## src/sv/hvt_pkg.sv

```systemverilog
// Shared types and constants for the homogeneous vertex transform.
package hvt_pkg;

	localparam int DATA_WIDTH = 32;              // saturation width of a result
	localparam int COMP_W     = 32;              // width of a component word
	localparam int FRAC_W     = 16;              // Q16.16
	localparam int NUM_ROWS   = 4;
	localparam int NUM_COLS   = 4;
	localparam int NUM_PAIRS  = 8;
	localparam int PAIR_W     = 2 * COMP_W;
	localparam int IDX_W      = $clog2(NUM_PAIRS);
	localparam int PROD_W     = 2 * COMP_W;
	localparam int SUM_W      = PROD_W + 2;      // four products, no wrap
	localparam int SHIFT_W    = SUM_W - FRAC_W;

	typedef logic signed [COMP_W-1:0] comp_t;

	localparam comp_t ONE_Q16 = comp_t'(1) <<< FRAC_W;
	localparam comp_t SAT_HI  = comp_t'((64'sd1 <<< (DATA_WIDTH - 1)) - 64'sd1);
	localparam comp_t SAT_LO  = ~SAT_HI;

	// identity matrix: 1.0 on coefficients 0, 5, 10 and 15
	localparam logic [NUM_PAIRS-1:0][PAIR_W-1:0] PAIR_RESET = {
		64'h0001_0000_0000_0000,   // pair 7
		64'h0000_0000_0000_0000,   // pair 6
		64'h0000_0000_0001_0000,   // pair 5
		64'h0000_0000_0000_0000,   // pair 4
		64'h0000_0000_0000_0000,   // pair 3
		64'h0001_0000_0000_0000,   // pair 2
		64'h0000_0000_0000_0000,   // pair 1
		64'h0000_0000_0001_0000    // pair 0
	};

	typedef enum logic {
		ACT_AFFINE = 1'b0,
		ACT_FULL   = 1'b1
	} action_t;

	// load enables of the lane pipeline stages
	typedef struct packed {
		logic en_s1;
		logic en_s2;
		logic en_s3;
	} stage_en_t;

endpackage

```

## src/sv/hvt_merge.sv

```systemverilog
// Output stage: merges the four lane results into one result word.
module hvt_merge (
	input  logic           clk,
	input  logic           en,
	input  logic           action_s3,
	input  hvt_pkg::comp_t res_s3 [hvt_pkg::NUM_ROWS],
	input  logic           ovf_s3 [hvt_pkg::NUM_ROWS],
	output hvt_pkg::comp_t out_x,
	output hvt_pkg::comp_t out_y,
	output hvt_pkg::comp_t out_z,
	output hvt_pkg::comp_t out_w,
	output logic           overflow
);

	logic full;

	assign full = (action_s3 == hvt_pkg::ACT_FULL);

	always_ff @(posedge clk) begin
		if (en) begin
			out_x    <= res_s3[0];
			out_y    <= res_s3[1];
			out_z    <= res_s3[2];
			out_w    <= full ? res_s3[3] : '0;
			overflow <= ovf_s3[0] | ovf_s3[1] | ovf_s3[2] | (full & ovf_s3[3]);
		end
	end

endmodule

```

## config.mk

```make
export PLATFORM = sky130hd
export DESIGN_NAME = hvt_merge
export DESIGN_NICKNAME = d
export VERILOG_FILES = /design/src/sv/hvt_pkg.sv /design/src/sv/hvt_merge.sv
export SDC_FILE = /design/constraint.sdc
export NUM_CORES = 1
export LEC_CHECK = 0
export BUFFER_PORTS_ARGS = -buffer_cell sky130_fd_sc_hd__buf_4
export CORE_AREA = 2 2 102 104
export DETAILED_ROUTE_END_ITERATION = 6
export DIE_AREA = 0 0 104 106
export GPL_TIMING_DRIVEN = 1
export PLACE_DENSITY = 0.82
export SLEW_MARGIN = 20
export SYNTH_ARGS = -nofsm -noshare
export SYNTH_HDL_FRONTEND = slang
export SYNTH_SLANG_ARGS = --single-unit
```

## constraint.sdc

```tcl
create_clock -name clk -period 0.8 [get_ports clk]
set_input_delay 0.08 -clock clk [delete_from_list [all_inputs] [get_ports clk]]
set_output_delay 0.08 -clock clk [all_outputs]
set_load 0.01 [all_outputs]
```

==> impl_table.tex, run 1 <==
\begin{tabular}{lr}
\hline
Metric & Value \\
\hline
\multicolumn{2}{l}{\textbf{Logic synthesis}} \\
Proportion of netlist area held by the largest area contributor & 0.9442 \\
Number of distinct standard cells referenced by the synthesized netlist & 5 \\
Yosys top cell by area & sky130\_fd\_sc\_hd\_\_edfxtp\_1 \\
Largest cells by area after synthesis & sky130\_fd\_sc\_hd\_\_edfxtp\_1 94\%, sky130\_fd\_sc\_hd\_\_and2\_1 4.6\%, sky130\_fd\_sc\_hd\_\_clkbuf\_2 0.37\% \\
Count of state elements after synthesis & 129 \\
YS warnings & 0 \\
Synth Instances & about 170 \\
Sequential-to-total area share from yosys stat & 0.9442 \\
Mean Syn Cell Area & approximately 25 um\^{}2 \\
Post-Synthesis Net Count & 300 \\
Netlist area before placement & between 4000 and 5000 um\^{}2 \\
\multicolumn{2}{l}{\textbf{Status}} \\
Status & aborted with a tool error \\
Run Error & [ERROR RSZ-0060] Max buffer count reached. \\
Halt point of the flow & clock tree synthesis \\
\multicolumn{2}{l}{\textbf{Floorplanning}} \\
Starting density of the core & 0.4103 \\
Top-level I/O count & 264 \\
Die height & approximately 110 um \\
Width of the die & about 100 um \\
Site row count & 37 \\
\multicolumn{2}{l}{\textbf{Placement}} \\
Gpl congestion & 0.7736 \\
IO buf count & between 200 and 300 \\
\multicolumn{2}{l}{\textbf{Clocking}} \\
Buffers inserted by post-CTS timing repair & 0 \\
Maximum count of clock buffers along a single path & 2 \\
Number of clock buffers inserted by TritonCTS & 17 \\
Max H-tree Level & 4 \\
CTS sink cnt & roughly 130 \\
Hold buffers post-CTS & 121 \\
Post\_cts resized & 79 \\
Buffer cell driving the clock tree root & sky130\_fd\_sc\_hd\_\_clkbuf\_8 \\
\hline
\end{tabular}
[Yosys cell counts]
cell type                  number
sky130_fd_sc_hd__and2_1        30
sky130_fd_sc_hd__clkbuf_2       3
sky130_fd_sc_hd__a2111o_1       1
sky130_fd_sc_hd__and2_2         2
sky130_fd_sc_hd__edfxtp_1     129
[kinds of logic after synthesis]
| family | after synthesis | share of synthesized area |
|---|---|---|
| flops | 129 | 0.9442 |
| simple gates | 32 | 0.04940 |
| buf+inv | 3 | 0.003659 |
| compound gates | 1 | 0.002745 |
[metrics by stage]
step	hold WS [ps]	instances	worst slack (ps)	TNS, ps	cell area (um^2)
3_5_place_dp	259.3	571	-68.41	-4386	6345
2_1_floorplan	178.9	165	86.21	0	4103
3_3_place_gp	258.6	571	-51.13	-2399	6345
==> run 2, diff against run 1 <==
--- a/config.mk
+++ b/config.mk
@@ -6,11 +6,10 @@
 export NUM_CORES = 1
 export LEC_CHECK = 0
 export BUFFER_PORTS_ARGS = -buffer_cell sky130_fd_sc_hd__buf_4
-export CORE_AREA = 2 2 102 104
+export CORE_UTILIZATION = 30
 export DETAILED_ROUTE_END_ITERATION = 6
-export DIE_AREA = 0 0 104 106
 export GPL_TIMING_DRIVEN = 1
-export PLACE_DENSITY = 0.82
+export PLACE_DENSITY_LB_ADDON = 0.15
 export SLEW_MARGIN = 20
 export SYNTH_ARGS = -nofsm -noshare
 export SYNTH_HDL_FRONTEND = slang
==> run 2 against run 1 <==
  * The flow now finishes, with violations (hold timing, setup timing)
  * Synthesized cell count is the same
  * Synthesized area is the same
==> impl_table.tex, run 2 <==
\begin{tabular}{lr}
\hline
Metric & Value \\
\hline
\multicolumn{2}{l}{\textbf{Worst setup path}} \\
Startpoint Class & flip-flop \\
Critical Path RT & 720 ps \\
Largest incremental delay on the critical path & 420 ps \\
Signal arrival time at the worst endpoint & 980 ps \\
Total buffers and inverters traversed by the critical path & 1 \\
Category of cells accounting for the largest share of critical-path delay & flip-flops \\
Ordered cell list for the critical path & buf\_6 \\
Kind of capture point of the worst setup path & output pin \\
Kind of critical path & flip-flop to output pin \\
Critical path's slowest cell & sky130\_fd\_sc\_hd\_\_edfxtp\_1 \\
Peak fanout along the critical path & 1 \\
\multicolumn{2}{l}{\textbf{Logic synthesis}} \\
Sequential-to-total area share from yosys stat & 0.9442 \\
YS warnings & 0 \\
Synth Instances & approximately 170 \\
Most repeated cell in the gate-level netlist after synthesis & sky130\_fd\_sc\_hd\_\_edfxtp\_1 \\
Mean Syn Cell Area & between 20 and 25 um\^{}2 \\
Share of async-settable or async-resettable flops after synthesis & 0 \\
Proportion of netlist area held by the largest area contributor & 0.9442 \\
Largest cells by area after synthesis & sky130\_fd\_sc\_hd\_\_edfxtp\_1 94\%, sky130\_fd\_sc\_hd\_\_and2\_1 4.6\%, sky130\_fd\_sc\_hd\_\_clkbuf\_2 0.37\% \\
Post-Synthesis Net Count & 300 \\
Count of flip-flops with a built-in enable after synthesis & between 100 and 150 \\
Most common flop cell mapped by yosys & sky130\_fd\_sc\_hd\_\_edfxtp\_1 \\
Commonest cells post-synth & 129 x sky130\_fd\_sc\_hd\_\_edfxtp\_1, 30 x sky130\_fd\_sc\_hd\_\_and2\_1, 3 x sky130\_fd\_sc\_hd\_\_clkbuf\_2, 2 x sky130\_fd\_sc\_hd\_\_and2\_2, 1 x sky130\_fd\_sc\_hd\_\_a2111o\_1 \\
Netlist area before placement & a little over 4000 um\^{}2 \\
Count of state elements after synthesis & 129 \\
Yosys top cell by area & sky130\_fd\_sc\_hd\_\_edfxtp\_1 \\
Number of distinct standard cells referenced by the synthesized netlist & 5 \\
\multicolumn{2}{l}{\textbf{Power}} \\
Worst IR Drop VDD & 1.375 mV \\
Final Power & 0.01813 W \\
Areal power density over the cells & $\sim$2100 nW/um\^{}2 \\
Leak pwr & $\sim$3.6 nW \\
\multicolumn{2}{l}{\textbf{Worst hold path}} \\
Count of cells along the worst hold path & 2 \\
Worst-case hold path end point & overflow \\
Source of the worst hold timing path & ovf\_s3[1] \\
Path type of the worst min-delay path & input pin to flip-flop \\
\multicolumn{2}{l}{\textbf{Status}} \\
Violated checks & hold timing, setup timing \\
Status & finished with violations \\
\multicolumn{2}{l}{\textbf{Route}} \\
Routed WL per cell & between 15 and 20 um \\
Vias after detailed routing & between 3,000 and 4,000 \\
DR vias/cell & 4.147 \\
DRC violation count after routing & 0 \\
Number of design-rule violations left by the first detailed-router iteration & approximately 190 \\
Total wirelength of the detailed-routed design & 12.59 mm \\
Count of TritonRoute iterations in the first routing pass & 4 \\
Post-detailed-route count of antenna-violating nets & 0 \\
\multicolumn{2}{l}{\textbf{GRT}} \\
Overall routing resource usage & 0.1786 \\
Via count of the first global-routing pass & 3,505 \\
Number of antenna violations at the first check in global routing & 0 \\
First-pass GRT wire length & 18.59 mm \\
GRT overflow & 0 \\
Pin count of the biggest net entering global routing & 44 \\
\multicolumn{2}{l}{\textbf{Clocking}} \\
Buffer cell driving the clock tree root & sky130\_fd\_sc\_hd\_\_clkbuf\_16 \\
Clock tree from TritonCTS & built \\
Maximum count of clock buffers along a single path & 2 \\
Buffers inserted by post-CTS timing repair & 0 \\
Hold buffers post-CTS & approximately 130 \\
CTS sink cnt & 129 \\
Max H-tree Level & 4 \\
Number of clock buffers inserted by TritonCTS & 17 \\
Clock slew at reported path FFs & roughly 60 ps \\
\multicolumn{2}{l}{\textbf{Floorplanning}} \\
Width of the die & 118.9 um \\
Site row count & 42 \\
Top-level I/O count & 264 \\
Starting density of the core & 0.3086 \\
Die height & 118.9 um \\
CORE AREA & around 13,000 um\^{}2 \\
Die Outline Area & between 10,000 and 15,000 um\^{}2 \\
\multicolumn{2}{l}{\textbf{Timing}} \\
Unrepaired setup endpoints after global routing & yes \\
Number of max-slew violations in the final report & 0 \\
Final Worst Setup Slack & -256.5 ps \\
Sum of negative setup slack & -25,880 ps \\
Final setup viols & 129 \\
Part of the cycle the worst path needs & 1.321 \\
Slew at the pin closest to its max-slew limit & about 230 ps \\
Hold Slack & -61.08 ps \\
Max Clk Rate & 946.5 MHz \\
Headroom to the max-slew limit & 0.8446 \\
Final hold viol count & 1 \\
Final critical delay including setup and external delays & 1056 ps \\
\multicolumn{2}{l}{\textbf{Finish}} \\
Area of all placed cells without fillers & 8662 um\^{}2 \\
Number of antenna cells inserted & 0 \\
Nets & 716 \\
Filler Cells Inserted & 911 \\
Layout cell share with drive strength beyond 1 & 0.4992 \\
Most common cell after layout, fill and taps aside & sky130\_fd\_sc\_hd\_\_buf\_4 \\
Area of combinational cells with multiple inputs & $\sim$210 um\^{}2 \\
Area grow syn2layout & 111.1\% \\
Leading cell types in the layout, fill and taps excluded & 145 x sky130\_fd\_sc\_hd\_\_buf\_4, 129 x sky130\_fd\_sc\_hd\_\_edfxtp\_1, 128 x sky130\_fd\_sc\_hd\_\_dlygate4sd3\_1 \\
Footprint of the flip-flops and latches & a little under 4000 um\^{}2 \\
\multicolumn{2}{l}{\textbf{Placement}} \\
Gpl congestion & $\sim$0.8 \\
IO buf count & 263 \\
Post-detail-place hpwl & 7.462 mm \\
Pre-CTS worst setup slack & -67.20 ps \\
Post-place instance area & approximately 6400 um\^{}2 \\
\multicolumn{2}{l}{\textbf{Job}} \\
Count of max-cap constraint violations & 0 \\
\hline
\end{tabular}
[run 2: cell counts after synthesis]
Identical to the previous run, type by type.
[run 2: metal layers]
layer / vias up / track usage / share of wire
met4: 0 / 0.08228 / 0.020
met3: 21 / 0.07375 / 0.097
met2: 198 / 0.3125 / 0.52
met1: 1500 / 0.1858 / 0.36
met5: - / 0 / 0
li1: 1470 / - / -
[run 2: cell type report]
type                       instances  share of cell area
multi-input combinational         33             0.02470
tap                              176             0.02542
sequential                       129              0.4472
timing repair buffer             400              0.4407
clock inverter                     8             0.01026
clock buffer                      23             0.05171
[run 2: cell families (layout without fill, tap and decap cells)]
kind of cell	count (synthesis)	count (layout)	share of synthesized area
buf+inv	3	431	0.003659
simple gates	32	32	0.04940
flops	129	129	0.9442
compound gates	1	1	0.002745
[run 2: worst max path at each step]
stage	from	cells past startpoint	end	slack, ps
floorplan	action_s3	1	overflow	90
global placement	en	2	out_z[7]	-60
detailed placement	action_s3	2	overflow	-70
CTS	out_w[31]	1	out_w[31]	-270
global route	out_w[11]	1	out_w[11]	-300
finish	out_w[11]	1	out_w[11]	-260
[run 2: power breakdown]
part / internal [W] / switching, W
combinational: 0.00178 / 0.000894
sequential: 0.00806 / 0.000258
clock: 0.00452 / 0.00261
total: 0.0144 / 0.00376
[run 2: repair_timing]
| action | 4_1_cts | 5_1_grt |
|---|---|---|
| gates resized for setup | 77 | 48 |
| endpoints found under the setup margin | 129 | 129 |
| hold endpoints to repair | 129 | 1 |
[run 2: through the flow]
stage            util  cells  hold WS, ps
2_1_floorplan       -    165        178.9
4_1_cts        0.6380    769       -82.85
6_report       0.6515    769       -61.08
3_5_place_dp   0.4795    610        259.4
5_1_grt        0.6515    769       -85.38
3_3_place_gp   0.4795    610        258.5
Power figures use the tool's default switching activity.
